--- src/sv/mrb_pkg.sv ---
package mrb_pkg;

  localparam int CFG_W    = 11;
  localparam int WORD_W   = 32;

  localparam logic [1:0] OP_PUSH  = 2'd0;
  localparam logic [1:0] OP_PULL  = 2'd1;
  localparam logic [1:0] OP_EMPTY = 2'd2;

  typedef struct packed {
    logic [1:0]        operation;
    logic [WORD_W-1:0] channel_0_sample;
    logic [WORD_W-1:0] channel_1_sample;
    logic              last_of_group;
  } in_item_t;

  typedef struct packed {
    logic [WORD_W-1:0] channel_0_word_out;
    logic [WORD_W-1:0] channel_1_word_out;
    logic              last_out;
  } out_item_t;

  // one registered word on its way through the offset logic
  typedef struct packed {
    logic       vld;
    logic [1:0] op;
    logic       last;
  } cmd_t;

endpackage

--- src/sv/mrb_offsets.sv ---
// Write/read offsets, lap flag and packet cursors. Raw offsets are kept for
// the overrun compares; *_m copies are reduced mod the live length.
module mrb_offsets import mrb_pkg::*; #(
  parameter int PW = 10,
  parameter int LW = 11
) (
  input  logic          clk,
  input  logic          rst_n,
  input  logic [LW-1:0] len,
  input  cmd_t          cmd,
  input  logic          red_load,
  input  logic [PW-1:0] red_wp,
  input  logic [PW-1:0] red_rp,
  input  logic [PW-1:0] red_push,
  input  logic [PW-1:0] red_pull,
  output logic [PW-1:0] wp_raw,
  output logic [PW-1:0] rp_raw,
  output logic [PW-1:0] push_cur,
  output logic [PW-1:0] pull_cur,
  output logic [PW-1:0] slot
);

  logic [PW-1:0] wp_r, wp_nxt, wp_m_r, wp_m_nxt;
  logic [PW-1:0] rp_r, rp_nxt, rp_m_r, rp_m_nxt;
  logic [PW-1:0] push_r, push_nxt, pull_r, pull_nxt;
  logic          lap_r, lap_nxt;

  logic [LW:0]   len_x;
  logic [LW:0]   push_inc, pull_inc, wsum, rsum, nsum, rnsum, cnt;
  logic [PW-1:0] push_adv, pull_adv, wslot, rslot, n, rp_new;
  logic          e, jump, lap_push;

  function automatic logic [LW:0] wrap(input logic [LW:0] v, input logic [LW:0] l);
    wrap = (v >= l) ? (v - l) : v;
  endfunction

  always_comb begin
    len_x    = {1'b0, len};
    push_inc = (LW+1)'(push_r) + (LW+1)'(1);
    pull_inc = (LW+1)'(pull_r) + (LW+1)'(1);
    push_adv = (push_inc == len_x) ? '0 : PW'(push_inc);
    pull_adv = (pull_inc == len_x) ? '0 : PW'(pull_inc);
    wsum     = (LW+1)'(wp_m_r) + (LW+1)'(push_r);
    rsum     = (LW+1)'(rp_m_r) + (LW+1)'(pull_r);
    wslot    = PW'(wrap(wsum, len_x));
    rslot    = PW'(wrap(rsum, len_x));
    cnt      = (cmd.op == OP_PUSH) ? (LW+1)'(push_adv) : '0;
    nsum     = (LW+1)'(wp_m_r) + cnt;
    n        = PW'(wrap(nsum, len_x));
    rnsum    = (LW+1)'(rp_m_r) + (LW+1)'(pull_adv);
    rp_new   = PW'(wrap(rnsum, len_x));
    e        = lap_r && (wp_r == rp_r);
    jump     = ((wp_r > rp_r || e) && n > rp_r && n < wp_r) ||
               ((wp_r < rp_r || e) && ((n < rp_r && n < wp_r) || n > rp_r));
    lap_push = (n <= rp_r) && (wp_r > rp_r || wp_r < n);
  end

  assign slot = (cmd.op == OP_PULL) ? rslot : wslot;

  always_comb begin
    wp_nxt   = wp_r;
    wp_m_nxt = wp_m_r;
    rp_nxt   = rp_r;
    rp_m_nxt = rp_m_r;
    push_nxt = push_r;
    pull_nxt = pull_r;
    lap_nxt  = lap_r;
    if (red_load) begin
      wp_m_nxt = red_wp;
      rp_m_nxt = red_rp;
      push_nxt = red_push;
      pull_nxt = red_pull;
    end else if (cmd.vld) begin
      case (cmd.op)
        OP_PUSH, OP_EMPTY: begin
          push_nxt = push_adv;
          if (cmd.op == OP_EMPTY || cmd.last) begin
            wp_nxt   = n;
            wp_m_nxt = n;
            if (jump) begin
              rp_nxt   = n;
              rp_m_nxt = n;
            end
            lap_nxt  = lap_push;
            push_nxt = '0;
          end
        end
        OP_PULL: begin
          pull_nxt = pull_adv;
          if (cmd.last) begin
            rp_nxt   = rp_new;
            rp_m_nxt = rp_new;
            lap_nxt  = rp_new > wp_r;
            pull_nxt = '0;
          end
        end
        default: begin
        end
      endcase
    end
  end

  always_ff @(posedge clk) begin
    if (!rst_n) begin
      wp_r   <= '0;
      wp_m_r <= '0;
      rp_r   <= '0;
      rp_m_r <= '0;
      push_r <= '0;
      pull_r <= '0;
      lap_r  <= 1'b0;
    end else begin
      wp_r   <= wp_nxt;
      wp_m_r <= wp_m_nxt;
      rp_r   <= rp_nxt;
      rp_m_r <= rp_m_nxt;
      push_r <= push_nxt;
      pull_r <= pull_nxt;
      lap_r  <= lap_nxt;
    end
  end

  assign wp_raw   = wp_r;
  assign rp_raw   = rp_r;
  assign push_cur = push_r;
  assign pull_cur = pull_r;

endmodule

--- config.mk ---
export PLATFORM = sky130hd
export DESIGN_NAME = mrb_offsets
export DESIGN_NICKNAME = d
export VERILOG_FILES = /design/src/sv/mrb_pkg.sv /design/src/sv/mrb_offsets.sv
export SDC_FILE = /design/constraint.sdc
export NUM_CORES = 1
export LEC_CHECK = 0
export ABC_AREA = 1
export BUFFER_PORTS_ARGS = -buffer_cell sky130_fd_sc_hd__buf_4
export CAP_MARGIN = 20
export CORE_UTILIZATION = 55
export CTS_BUF_LIST = sky130_fd_sc_hd__clkbuf_8 sky130_fd_sc_hd__clkbuf_16
export DETAILED_ROUTE_END_ITERATION = 8
export HOLD_SLACK_MARGIN = 0.15
export PLACE_DENSITY = 0.76
export SYNTH_ARGS = -nofsm -noshare
export SYNTH_HDL_FRONTEND = slang
export SYNTH_SLANG_ARGS = --single-unit
--- constraint.sdc ---
create_clock -name clk -period 10.4 [get_ports clk]
set_input_delay 1.04 -clock clk [delete_from_list [all_inputs] [get_ports clk]]
set_output_delay 1.04 -clock clk [all_outputs]
set_load 0.05 [all_outputs]
==> summary.txt <==
Run status
  – Status: finished clean

Synthesis
  – Sequential share of the synthesized area: 0.142
  – Yosys reg bits: 61
  – Ys Warns: 0
  – Number of flops mapped to enable cells by yosys: 0
  – Synth cell types: 48
  – Syn_nets: 1539
  – Dominant synthesized flop cell: dfxtp_1
  – Post-Syn Area: 0.00862 mm2
  – Synth async-reset ratio: 0
  – Yosys top cell area share: 0.174
  – Synthesized area per cell: 6.37 um2
  – Post-synthesis cell count: 1353
  – Area leader, netlist: ha_1
  – Top cells by area, synth: ha_1 (17%), dfxtp_1 (14%), nand2_1 (13%), inv_1 (8.5%), a21oi_1 (6.7%)

Layout
  – Ratio of cells with drive above 1 in the final layout: 0.124
  – Multi-input logic area: 0.00651 mm2
  – Post-layout util: 0.651
  – Diode count: 0
  – Final nets: 1632
  – Fillers: 1476
  – Reg area: 0.00122 mm2
  – Layout overhead on the synthesized area: 15.3%
  – Fin cells: 1662

Pwr
  – Pwr Density: 155 mW/mm2
  – Leakage dissipation: 0.00517 uW
  – Worst VDD drop: 118 uV

Run
  – Max-cap violation count: 0

Min path
  – Worst Hold Launch: rp_raw[8]
  – Tightest Hold Check Type: flop to flop
  – Worst hold path cell count: 2
  – Hold Path End: rp_raw[8]

Routing
  – Vias: 9299
  – Routed Antenna Nets: 0
  – DRT Wirelength: 27.2 mm
  – Vias/cell: 5.60
  – Starting DRT DRC Count: 766
  – DR DRC count: 0
  – 1st-pass router iterations: 5
  – Routed WL per cell: 16.4 um

Global routing
  – Largest net degree at the start of global routing: 43
  – Initial antenna violation count: 0
  – GRT overflow: 0
  – Number of global-route vias before repair: 8594
  – Gr usage total: 0.346
  – Global-route wire length before repair: 43.7 mm

Timing
  – Relative slew margins: 0.300
  – Final Setup Violations: 0
  – Final min period: 8.27 ns
  – Setup Skew: 0.00459 ns
  – Final Hold Fails: 0
  – Final period util: 0.796
  – Slew Viols, Final: 0
  – RSZ-0062 raised after global routing: false
  – Worst-Margin Slew: 1.04 ns
  – Hold WS: 0.496 ns
  – Setup total negative slack: 0 ns
  – Fmax: 121 MHz

Placed design
  – Placed cells: 1646
  – Buffers added on ports: 107
  – GP Congestion: 1.00
  – Hpwl dp: 21.7 mm

Floorplan
  – Die H: 127 um
  – Die width: 127 um
  – Initial core utilization: 0.565
  – Top Ports: 108
  – Die ar.: 0.0162 mm2
  – Cell Rows: 45
  – Area of the core: 0.0153 mm2

CTS
  – Post-CTS sizing: 0
  – Worst-skew pair later-pin latency: 0.35 ns
  – Worst-path clk slew: 0.06 ns
  – TritonCTS clock tree: built
  – Max clock buf depth: 2
  – Hold_buf cts: 0
  – CTS buffer count: 9
  – H-tree levels: 3
  – CTS Root Cell: clkbuf_16
  – Clock sinks: 61
  – Setup Buffers After CTS: 0

Setup path
  – Slowest-stage cell, CP: o21ai_0
  – CP Launch Type: primary input
  – Crit-path most repeated cell: nand2_1
  – FF-to-FF Start: push_cur[0]
  – Setup slack, reg-to-reg: 2.19 ns
  – R2r endpoint: rp_m_r[1]
  – Worst EP required: 10.64 ns
  – Crit Path Class: primary input to flop
  – Crit path DAT: 8.51 ns
  – Worst Path Max Fanout: 20
  – Setup crit end kind: flop
  – R2R depth: 37
  – Largest stage delay, worst path: 0.85 ns
==> kinds of logic (layout without fill, tap and decap cells) <==
group,count (synthesis),after routing,share of synthesized area
flip-flops,61,61,0.142
XOR/XNOR,75,75,0.0762
adder cells (fa/ha/maj),128,128,0.193
AO/OA/AOI/OAI,280,280,0.183
AND/OR/NAND/NOR,577,577,0.299
multiplexers,4,4,0.00465
buffers and inverters,228,326,0.103
==> critical path: cells and delay by family <==
kind                     cells  cell delay [ns]
adder cells (fa/ha/maj)      3             1.10
buffers and inverters        4             0.68
AND/OR/NAND/NOR             24             3.78
AO/OA/AOI/OAI                6             1.74
XOR/XNOR                     1             0.19
==> synthesized netlist by cell type, drive strengths merged, types with 13 or more instances <==
library cell and instances:
nor2 108, or2 19, o211ai 13, nand4 21, a21oi 119, dfxtp 61, nand3 92, xnor2 24
nand2 313, xor2 51, o21ai 85, a31oi 29, ha 120, inv 195, clkbuf 23
==> metrics by stage <==
stage | area (um2) | total power, uW | setup slack (ns)
after CTS | 9940 | 1530 | 2.39
after global routing | 9940 | 1660 | 1.46
after detailed placement | 9580 | 1150 | 2.12
final | 9940 | 1540 | 2.13
after global placement | 9580 | 1150 | 2.23
after floorplan | 8620 | 943 | 3.88
==> flip-flops by register name, summed over array words and instances (netlist names) <==
register and count:
lap_r 1, pull_cur 10, rp_raw 10, wp_raw 10, wp_m_r 10, rp_m_r 10
push_cur 10
==> report_power, final <==
part / switching [uW] / total [uW] / internal [uW] / leakage, uW
sequential: 29.8 / 283 / 253 / 0.000501
clock: 126 / 373 / 248 / 0.000172
combinational: 573 / 887 / 314 / 0.00449
==> cell usage in the layout, fill, tap and decap left out, types with 9 or more instances in the layout <==
cell,instances
nand2_1,294
inv_1,195
ha_1,120
a21oi_1,116
buf_4,112
nor2_1,102
nand3_1,89
o21ai_0,85
dfxtp_1,61
xor2_1,51
a31oi_1,29
xnor2_1,24
nand4_1,21
or2_2,19
nand2_2,14
o211ai_1,13
nor3_1,11
o21bai_1,9
clkbuf_16,9
==> worst max path at each step <==
stage                 from        end  slack [ns]  cells past startpoint
2_1_floorplan  push_cur[1]  rp_m_r[0]        3.88                     44
3_5_place_dp        len[1]  rp_m_r[1]        2.12                     38
4_1_cts             len[1]  rp_m_r[1]        2.39                     38
6_report            len[1]  rp_m_r[1]        2.13                     38
3_3_place_gp        len[1]  rp_m_r[0]        2.23                     36
5_1_grt             len[1]  rp_m_r[6]        1.46                     37
==> area by class of cell <==
type,instances,share of cell area
sequential,61,0.123
tap,211,0.0266
inverter,198,0.0748
timing repair buffer,112,0.0846
clock buffer,11,0.0254
clock inverter,5,0.0107
multi-input combinational,1064,0.655
==> routing by layer <==
metal  GRT usage  vias to the layer above  part of all wire
li1            -                     4704                 -
met1       0.448                     4165              0.44
met2       0.571                      366              0.45
met3      0.0507                       64             0.069
met4       0.153                        0             0.038
met5           0                        -                 0
Power figures use the tool's default switching activity.
