`src/sv/mrb_pkg.sv`:
```
package mrb_pkg;

  localparam int CFG_W    = 11;
  localparam int WORD_W   = 32;

  localparam logic [1:0] OP_PUSH  = 2'd0;
  localparam logic [1:0] OP_PULL  = 2'd1;
  localparam logic [1:0] OP_EMPTY = 2'd2;

  typedef struct packed {
    logic [1:0]        operation;
    logic [WORD_W-1:0] channel_0_sample;
    logic [WORD_W-1:0] channel_1_sample;
    logic              last_of_group;
  } in_item_t;

  typedef struct packed {
    logic [WORD_W-1:0] channel_0_word_out;
    logic [WORD_W-1:0] channel_1_word_out;
    logic              last_out;
  } out_item_t;

  // one registered word on its way through the offset logic
  typedef struct packed {
    logic       vld;
    logic [1:0] op;
    logic       last;
  } cmd_t;

endpackage

```
`src/sv/mrb_reducer.sv`:
```
// Restoring remainder, one dividend bit per cycle, one lane per offset.
module mrb_reducer import mrb_pkg::*; #(
  parameter int NV = 4,
  parameter int PW = 10,
  parameter int LW = 11
) (
  input  logic                   clk,
  input  logic                   rst_n,
  input  logic                   start,
  input  logic [LW-1:0]          len,
  input  logic [NV-1:0][PW-1:0]  val_in,
  output logic                   done,
  output logic [NV-1:0][PW-1:0]  rem_out
);

  localparam int CW = $clog2(PW + 1);

  logic                run_r, run_nxt;
  logic [CW-1:0]       cnt_r, cnt_nxt;
  logic [NV-1:0][LW-1:0] rem_r, rem_nxt;
  logic [NV-1:0][PW-1:0] src_r, src_nxt;

  assign done = run_r && (cnt_r == CW'(PW));

  always_comb begin
    logic [LW:0] t;
    run_nxt = run_r;
    cnt_nxt = cnt_r;
    rem_nxt = rem_r;
    src_nxt = src_r;
    t       = '0;
    if (start) begin
      run_nxt = 1'b1;
      cnt_nxt = '0;
      rem_nxt = '0;
      src_nxt = val_in;
    end else if (done) begin
      run_nxt = 1'b0;
    end else if (run_r) begin
      cnt_nxt = cnt_r + CW'(1);
      for (int i = 0; i < NV; i++) begin
        t = {rem_r[i], src_r[i][PW-1]};
        if (t >= {1'b0, len}) begin
          rem_nxt[i] = LW'(t - {1'b0, len});
        end else begin
          rem_nxt[i] = LW'(t);
        end
        src_nxt[i] = src_r[i] << 1;
      end
    end
  end

  always_ff @(posedge clk) begin
    if (!rst_n) begin
      run_r <= 1'b0;
      cnt_r <= '0;
    end else begin
      run_r <= run_nxt;
      cnt_r <= cnt_nxt;
    end
    rem_r <= rem_nxt;
    src_r <= src_nxt;
  end

  // remainder stays below len, which never exceeds the depth
  always_comb begin
    for (int i = 0; i < NV; i++) begin
      rem_out[i] = PW'(rem_r[i]);
    end
  end

endmodule

```
`config.mk`:
```
export PLATFORM = sky130hd
export DESIGN_NAME = mrb_reducer
export DESIGN_NICKNAME = d
export VERILOG_FILES = /design/src/sv/mrb_pkg.sv /design/src/sv/mrb_reducer.sv
export SDC_FILE = /design/constraint.sdc
export NUM_CORES = 1
export LEC_CHECK = 0
export BUFFER_PORTS_ARGS = -buffer_cell sky130_fd_sc_hd__buf_2
export CORE_MARGIN = 5
export CORE_UTILIZATION = 50
export CTS_CLUSTER_SIZE = 24
export DETAILED_ROUTE_END_ITERATION = 16
export PLACE_DENSITY_LB_ADDON = 0.2
export SETUP_SLACK_MARGIN = 0.1
export SYNTH_ARGS = -nofsm -noshare
export SYNTH_HDL_FRONTEND = slang
export SYNTH_SLANG_ARGS = --single-unit
```
`constraint.sdc`:
```
create_clock -name clk -period 3.1 [get_ports clk]
set_input_delay 0.155 -clock clk [delete_from_list [all_inputs] [get_ports clk]]
set_output_delay 0.155 -clock clk [all_outputs]
set_load 0.1 [all_outputs]
```
==> results of run 1 <==
through the flow:
step	util	std cells	instance area (sq um)	total power [mW]
after floorplan	-	678	6380	2.25
after global placement	0.535	889	6730	2.40
after detailed placement	0.535	889	6730	2.42
after CTS	0.559	905	7020	3.53
after global routing	0.559	905	7020	3.68
final	0.559	905	7020	3.50
where the power goes:
part | internal, mW | switching [mW]
clock | 0.627 | 0.470
combinational | 0.352 | 0.662
sequential | 1.33 | 0.0557
cell type report:
| class | count | area, sq um | area share |
|---|---|---|---|
| flip-flops and latches | 89 | 2180 | 0.311 |
| well taps | 172 | 215 | 0.0306 |
| clock inverters | 6 | 66.3 | 0.00944 |
| multi-input cells | 493 | 3660 | 0.521 |
| clock buffers | 10 | 229 | 0.0326 |
| repair buffers | 103 | 551 | 0.0784 |
| inverters | 32 | 120 | 0.0171 |
cell usage in the layout, fill, tap and decap left out, types with 15 or more instances in the layout:
| cell type | n |
|---|---|
| mux2_2 | 36 |
| o21ai_0 | 49 |
| nand2_1 | 44 |
| nand2b_1 | 15 |
| buf_2 | 94 |
| xnor2_1 | 15 |
| a21oi_1 | 29 |
| inv_1 | 32 |
| ha_1 | 46 |
| edfxtp_1 | 40 |
| dfxtp_1 | 49 |
| mux2i_1 | 26 |
| nor2_1 | 54 |
| o21a_1 | 15 |
critical path: cells and delay by family, from the launching register on:
kind,cells,cell delay [ns]
AO/OA/AOI/OAI,3,0.60
buffers and inverters,2,0.26
AND/OR/NAND/NOR,2,0.60
flip-flops,1,0.35
adder cells (fa/ha/maj),2,0.61
multiplexers,1,0.22
final timing paths:
kind | cells after the start | slack (ns) | end
min reg2reg | 2 | 0.49 | rem_r[10]
max | 10 | 0.32 | rem_out[3]
min | 2 | 0.04 | run_r
max reg2reg | 10 | 0.32 | rem_out[3]
registers in the layout, summed over array words and instances (netlist names):
| signal | cells |
|---|---|
| rem_r | 4 |
| run_r | 1 |
| cnt_r | 4 |
| rem_out | 40 |
| src_r | 40 |
logic make-up (layout without fill, tap and decap cells):
| group | count (synthesis) | after routing | share of synthesized area |
|---|---|---|---|
| simple gates | 182 | 182 | 0.146 |
| compound gates | 178 | 178 | 0.191 |
| buf+inv | 96 | 151 | 0.0849 |
| flops | 89 | 89 | 0.342 |
| mux | 64 | 64 | 0.108 |
| fa+ha+maj | 50 | 50 | 0.103 |
| xor+xnor | 19 | 19 | 0.0261 |
routing by layer:
layer,vias to the layer above,global-route usage,wire length (um)
met4,0,0.0934,351
met3,25,0.0540,1180
met2,152,0.348,7250
met5,-,0,0
li1,2549,-,-
met1,2421,0.282,7020
==> flow_metrics.env, run 1 <==
export IMPL_period_minus_slack_ns=2.78
export IMPL_synthMostInstantiatedCell="nor2_1"
export IMPL_clkLatencyLatePin_ns=0.35
export IMPL_synth_cells=678
export IMPL_tns_ns=0
export IMPL_synth_area_sq_um=6380
export IMPL_final_layout_size_suffix_gt1_frac=0.240
export IMPL_antenna_cells=0
export IMPL_wl_per_cell_um=17.5
export IMPL_synth_top_cells_by_count="nor2_1, dfxtp_1, o21ai_0"
export IMPL_fin_skew_ns=0.00780
export IMPL_drtPass1Iterations=6
export IMPL_finalHoldViolations=0
export IMPL_synth_top_area_frac=0.188
export IMPL_clockRootBuffer="clkbuf_16"
export IMPL_finalSetupViolCount=0
export IMPL_holdBufCountCts=0
export IMPL_post_route_worst_setup_slack_ns=0.316
export IMPL_cts_tree="built"
export IMPL_arrival_ns=2.99
export IMPL_peakVddDrop_mv=0.307
export IMPL_h_tree_depth=3
export IMPL_die_y_um=123
export IMPL_critical_path_required_ns=3.30
export IMPL_die_area_sq_um=15100
export IMPL_cts_sinks=89
export IMPL_cellLeakagePower_nw=3.01
export IMPL_slowest_stage="fa_1"
export IMPL_critical_path_class="register to register"
export IMPL_area_delta_synth_final_pct=10.0
export IMPL_wirelength_mm=15.8
export IMPL_ant_nets=0
export IMPL_cpPeakStageDelay_ns=0.41
export IMPL_yosys_cell_types_count=63
export IMPL_maxSlewViolCount=0
export IMPL_yosysWarnings=0
export IMPL_async_flop_share=0
export IMPL_worst_slew_pin_slew_ns=0.576
export IMPL_n_fill_cell=1172
export IMPL_synth_edf_count=40
export IMPL_path_max_fanout=6
export IMPL_rows=41
export IMPL_end_kind="register"
export IMPL_timing_hold_ws_ns=0.0367
export IMPL_crit_chain="inv_1, ha_1, fa_1, and2b_1, o22ai_2, a211oi_2, or2_1, buf_4, mux2i_1, a211oi_1"
export IMPL_via_per_inst=5.69
export IMPL_synth_nets=782
export IMPL_gp_congestion=0.947
export IMPL_cts_made_buffers=9
export IMPL_grt_pass1_vias=5208
export IMPL_rr_startpoint="src_r[9]"
export IMPL_vias=5147
export IMPL_drc_errors=0
export IMPL_start_util=0.508
export IMPL_status="finished clean"
export IMPL_grt_overflow=0
export IMPL_path_clk_slew_ns=0.07
export IMPL_max_slew_margin_rel=0.616
export IMPL_ios=95
export IMPL_design_core_area_sq_um=12600
export IMPL_drt_iter0_markers=274
export IMPL_yosys_top_cells_area="edfxtp_1, dfxtp_1, ha_1"
export IMPL_critPathLaunch="src_r[9]"
export IMPL_drv_cap=0
export IMPL_grt_pass1_wl_mm=25.7
export IMPL_ys_flop_type="dfxtp_1"
export IMPL_post_route_period_util=0.898
export IMPL_rsz0062_at_grt="no"
export IMPL_hp_class="primary input to register"
export IMPL_avgSynthCellArea_sq_um=9.41
export IMPL_critPathLaunchType="register"
export IMPL_clock_path_buffers=2
export IMPL_synth_seq_cells=89
export IMPL_fmax_mhz=359
export IMPL_grt_usage=0.218
export IMPL_final_nets=832
export IMPL_dpl_worst_slack_ns=0.437
export IMPL_antenna_found_initial=0
export IMPL_io_buffers=94
export IMPL_grt_start_max_net_pins=41
export IMPL_synth_seq_area_share=0.342
export IMPL_p_per_area_nw_per_um2=498
export IMPL_worstHoldStart="rst_n"
export IMPL_cts_resized=0
export IMPL_yosysTopAreaCell="edfxtp_1"
export IMPL_die_x_um=123
export IMPL_postCtsSetupBuffers=0
export IMPL_hpwl_mm=11.7
No activity file was read; power rests on OpenSTA's default activity.
==> inputs of run 2 (changes only) <==
--- a/config.mk
+++ b/config.mk
@@ -13,2 +13,3 @@
 export PLACE_DENSITY_LB_ADDON = 0.2
+export RECOVER_POWER = 50
 export SETUP_SLACK_MARGIN = 0.1
==> constraint.sdc (replaced) <==
create_clock -name clk -period 3.1 [get_ports clk]
set_input_delay 0.93 -clock clk [delete_from_list [all_inputs] [get_ports clk]]
set_output_delay 0.93 -clock clk [all_outputs]
set_load 0.1 [all_outputs]
==> flow_metrics.env, run 2 (same netlist as run 1, synthesis figures left out) <==
export IMPL_status="finished clean"
export IMPL_antenna_found_initial=0
export IMPL_grt_use_met2=0.375
export IMPL_end_kind="register"
export IMPL_drc_errors=0
export IMPL_cts_made_buffers=9
export IMPL_clock_path_buffers=2
export IMPL_p_per_area_nw_per_um2=483
export IMPL_fin_skew_ns=0.00734
export IMPL_tns_ns=0
export IMPL_grt_pass1_vias=5370
export IMPL_clkLatencyLatePin_ns=0.34
export IMPL_critPathLaunchType="primary input"
export IMPL_hp_class="register to register"
export IMPL_grt_start_max_net_pins=43
export IMPL_n_fill_cell=1131
export IMPL_holdBufCountCts=0
export IMPL_fmax_mhz=353
export IMPL_finalSetupViolCount=0
export IMPL_grt_overflow=0
export IMPL_die_x_um=123
export IMPL_gp_congestion=0.910
export IMPL_post_route_period_util=0.914
export IMPL_use_met1=0.272
export IMPL_start_util=0.508
export IMPL_wirelength_mm=16.2
export IMPL_maxSlewViolCount=0
export IMPL_hpwl_mm=12.0
export IMPL_ios=95
export IMPL_max_slew_margin_rel=0.0416
export IMPL_rows=41
export IMPL_cts_sinks=89
export IMPL_die_area_sq_um=15100
export IMPL_io_buffers=94
export IMPL_timing_hold_ws_ns=0.490
export IMPL_p_total_mw=3.56
export IMPL_drt_iter0_markers=347
export IMPL_vias=5334
export IMPL_use_met3=0.0558
export IMPL_h_tree_depth=3
export IMPL_grt_usage=0.221
export IMPL_area_delta_synth_final_pct=15.5
export IMPL_layout_commonest_cell="buf_2"
export IMPL_antenna_cells=0
export IMPL_drtPass1Iterations=5
export IMPL_path_clk_slew_ns=0.07
export IMPL_rsz0062_at_grt="no"
export IMPL_top_usage_layer="met2"
export IMPL_via_per_inst=5.60
export IMPL_final_nets=880
export IMPL_grt_pass1_wl_mm=26.0
export IMPL_critical_path_class="primary input to register"
export IMPL_peakVddDrop_mv=0.310
export IMPL_post_route_worst_setup_slack_ns=0.267
export IMPL_cts_tree="built"
export IMPL_arrival_ns=3.08
export IMPL_final_cell_mix="buf_2, nor2_1, buf_4, dfxtp_1, o21ai_0"
export IMPL_cellLeakagePower_nw=3.20
export IMPL_wl_per_cell_um=17.0
export IMPL_period_minus_slack_ns=2.83
export IMPL_die_y_um=123
export IMPL_drv_cap=0
export IMPL_path_max_fanout=4
export IMPL_ant_nets=0
export IMPL_worst_slew_pin_slew_ns=1.44
export IMPL_dpl_worst_slack_ns=-0.142
export IMPL_final_seq_area_sq_um=2180
export IMPL_multiInputGateArea_sq_um=3660
export IMPL_final_layout_size_suffix_gt1_frac=0.273
export IMPL_critical_path_required_ns=3.35
export IMPL_finalHoldViolations=0
export IMPL_clockRootBuffer="clkbuf_16"
export IMPL_design_core_area_sq_um=12600
-- run 2: cell type report --
type,instances,share of cell area
tap,172,0.0292
clock buffer,11,0.0316
inverter,32,0.0163
timing repair buffer,151,0.123
multi-input combinational,493,0.497
sequential,89,0.296
clock inverter,5,0.00764
-- run 2: per-stage QoR --
stage / std cells / utilization / cell area [sq um]
global placement: 937 / 0.566 / 7120
floorplan: 678 / - / 6390
detailed placement: 937 / 0.566 / 7120
finish: 953 / 0.587 / 7370
CTS: 953 / 0.589 / 7410
global route: 953 / 0.587 / 7370
-- run 2: routing by layer --
layer  part of all wire  routed length [um]
met3              0.075                1220
met2               0.48                7700
met4              0.017                 274
met5                  0                   0
met1               0.43                6970
-- run 2: what timing repair did --
item	4_1_cts	5_1_grt
setup buffers	0	0
gates resized for setup	0	2
hold endpoints to repair	0	0
endpoints found under the setup margin	0	2
-- run 2: critical path: stages --
cell and delay (ns):
buf_2 0.16, ha_1 0.25, fa_1 0.40, and2b_1 0.25, o22ai_2 0.10, a211oi_2 0.28
nor2_1 0.10, or3b_1 0.38, a211oi_1 0.23
-- run 2: report_power, final --
part,switching [mW],leakage (nW),internal (mW),total (mW)
logic,0.679,2.25,0.412,1.09
registers,0.0560,0.804,1.33,1.39
clock network,0.458,0.137,0.624,1.08
-- run 2: worst paths after layout --
path	from	to	slack, ns	cells past startpoint
max	len[0]	rem_out[6]	0.27	9
min	rem_out[14]	rem_out[14]	0.49	2
max reg2reg	src_r[9]	rem_out[6]	0.68	9
min reg2reg	rem_out[14]	rem_out[14]	0.49	2
==> inputs of run 3 (changes only) <==
Settings changed: CORE_MARGIN 5 to not set.
==> flow_metrics.env, run 3 (same netlist as run 1, synthesis figures left out) <==
export IMPL_maxSlewViolCount=0
export IMPL_gp_congestion=0.942
export IMPL_hold_path_depth=2
export IMPL_die_x_um=115
export IMPL_end_kind="register"
export IMPL_p_total_mw=3.55
export IMPL_clock_path_buffers=2
export IMPL_drv_cap=0
export IMPL_arrival_ns=3.10
export IMPL_path_clk_slew_ns=0.07
export IMPL_cts_made_buffers=9
export IMPL_path_max_fanout=5
export IMPL_vias=5365
export IMPL_grt_overflow=0
export IMPL_worst_slew_pin_slew_ns=1.26
export IMPL_drc_errors=0
export IMPL_period_minus_slack_ns=2.84
export IMPL_layout_cells_non_filler=940
export IMPL_cts_tree="built"
export IMPL_cellLeakagePower_nw=3.09
export IMPL_clkLatencyLatePin_ns=0.35
export IMPL_peakVddDrop_mv=0.545
export IMPL_grt_pass1_wl_mm=25.8
export IMPL_n_fill_cell=1139
export IMPL_dp_cells=924
export IMPL_critical_path_required_ns=3.36
export IMPL_ios=95
export IMPL_stdcell_area_sq_um=7270
export IMPL_critical_path_class="primary input to register"
export IMPL_final_layout_size_suffix_gt1_frac=0.245
export IMPL_grt_start_max_net_pins=41
export IMPL_wl_per_cell_um=17.0
export IMPL_finalSetupViolCount=0
export IMPL_grt_usage=0.255
export IMPL_clockRootBuffer="clkbuf_16"
export IMPL_layout_commonest_cell="buf_2"
export IMPL_rows=40
export IMPL_p_per_area_nw_per_um2=488
export IMPL_multiInputGateArea_sq_um=3660
export IMPL_post_route_worst_setup_slack_ns=0.258
export IMPL_post_route_period_util=0.917
export IMPL_postCtsSetupBuffers=0
export IMPL_drtPass1Iterations=5
export IMPL_io_buffers=94
export IMPL_final_cell_mix="buf_2, nor2_1, o21ai_0, dfxtp_1, ha_1"
export IMPL_cts_sinks=89
export IMPL_hpwl_mm=11.8
export IMPL_holdBufCountCts=0
export IMPL_antenna_found_initial=0
export IMPL_ant_nets=0
export IMPL_critPathLaunchType="primary input"
export IMPL_rsz0062_at_grt="no"
export IMPL_wirelength_mm=16.0
export IMPL_via_per_inst=5.71
export IMPL_design_core_area_sq_um=12200
export IMPL_finalHoldViolations=0
export IMPL_antenna_cells=0
export IMPL_drt_iter0_markers=339
export IMPL_postPlaceCellArea_sq_um=7040
export IMPL_final_seq_area_sq_um=2180
export IMPL_die_area_sq_um=13200
export IMPL_start_util=0.523
export IMPL_fin_skew_ns=0.00609
export IMPL_area_delta_synth_final_pct=13.9
export IMPL_fmax_mhz=352
export IMPL_status="finished clean"
export IMPL_die_y_um=115
export IMPL_h_tree_depth=3
export IMPL_hp_class="register to register"
export IMPL_max_slew_margin_rel=0.161
export IMPL_cts_resized=0
export IMPL_r2r_cells=8
export IMPL_final_nets=871
export IMPL_grt_pass1_vias=5355
export IMPL_dpl_worst_slack_ns=-0.125
[run 3: worst paths after layout]
path              slack, ns        start           to
setup / recovery       0.26       len[0]   rem_out[6]
hold reg to reg        0.49  rem_out[14]  rem_out[14]
setup reg to reg       0.61     cnt_r[0]    src_r[26]
hold / removal         0.49  rem_out[14]  rem_out[14]
[run 3: stage by stage]
step	util	TNS (ns)	hold slack (ns)
3_3_place_gp	0.577	-0.0164	0.477
3_5_place_dp	0.577	-0.518	0.483
4_1_cts	0.601	0	0.493
2_1_floorplan	-	0	0.439
6_report	0.595	0	0.485
5_1_grt	0.595	0	0.526
[run 3: per-layer routing]
| layer | share of wire | global-route usage | vias up |
|---|---|---|---|
| met5 | 0 | 0 | - |
| met4 | 0.023 | 0.106 | 0 |
| met3 | 0.065 | 0.0638 | 28 |
| met2 | 0.47 | 0.425 | 150 |
| met1 | 0.44 | 0.314 | 2571 |
| li1 | - | - | 2616 |
[run 3: final cells by class]
class                      instances  share of cell area
clock buffer                      12              0.0355
clock inverter                     4             0.00465
inverter                          32              0.0165
multi-input combinational        493               0.504
sequential                        89               0.300
tap                              168              0.0289
timing repair buffer             142               0.110
[run 3: where the power goes]
group / leakage, nW / switching [mW] / total [mW] / internal [mW]
Combinational: 2.14 / 0.677 / 1.07 / 0.394
Sequential: 0.804 / 0.0578 / 1.39 / 1.33
Clock: 0.139 / 0.487 / 1.09 / 0.599
Total: 3.09 / 1.22 / 3.55 / 2.32
[run 3: critical path, stage by stage]
cell	delay [ns]
buf_2	0.15
ha_1	0.24
fa_1	0.40
and2b_1	0.24
o22ai_2	0.09
a211oi_2	0.34
nor2_1	0.13
or3b_1	0.39
a211oi_1	0.19
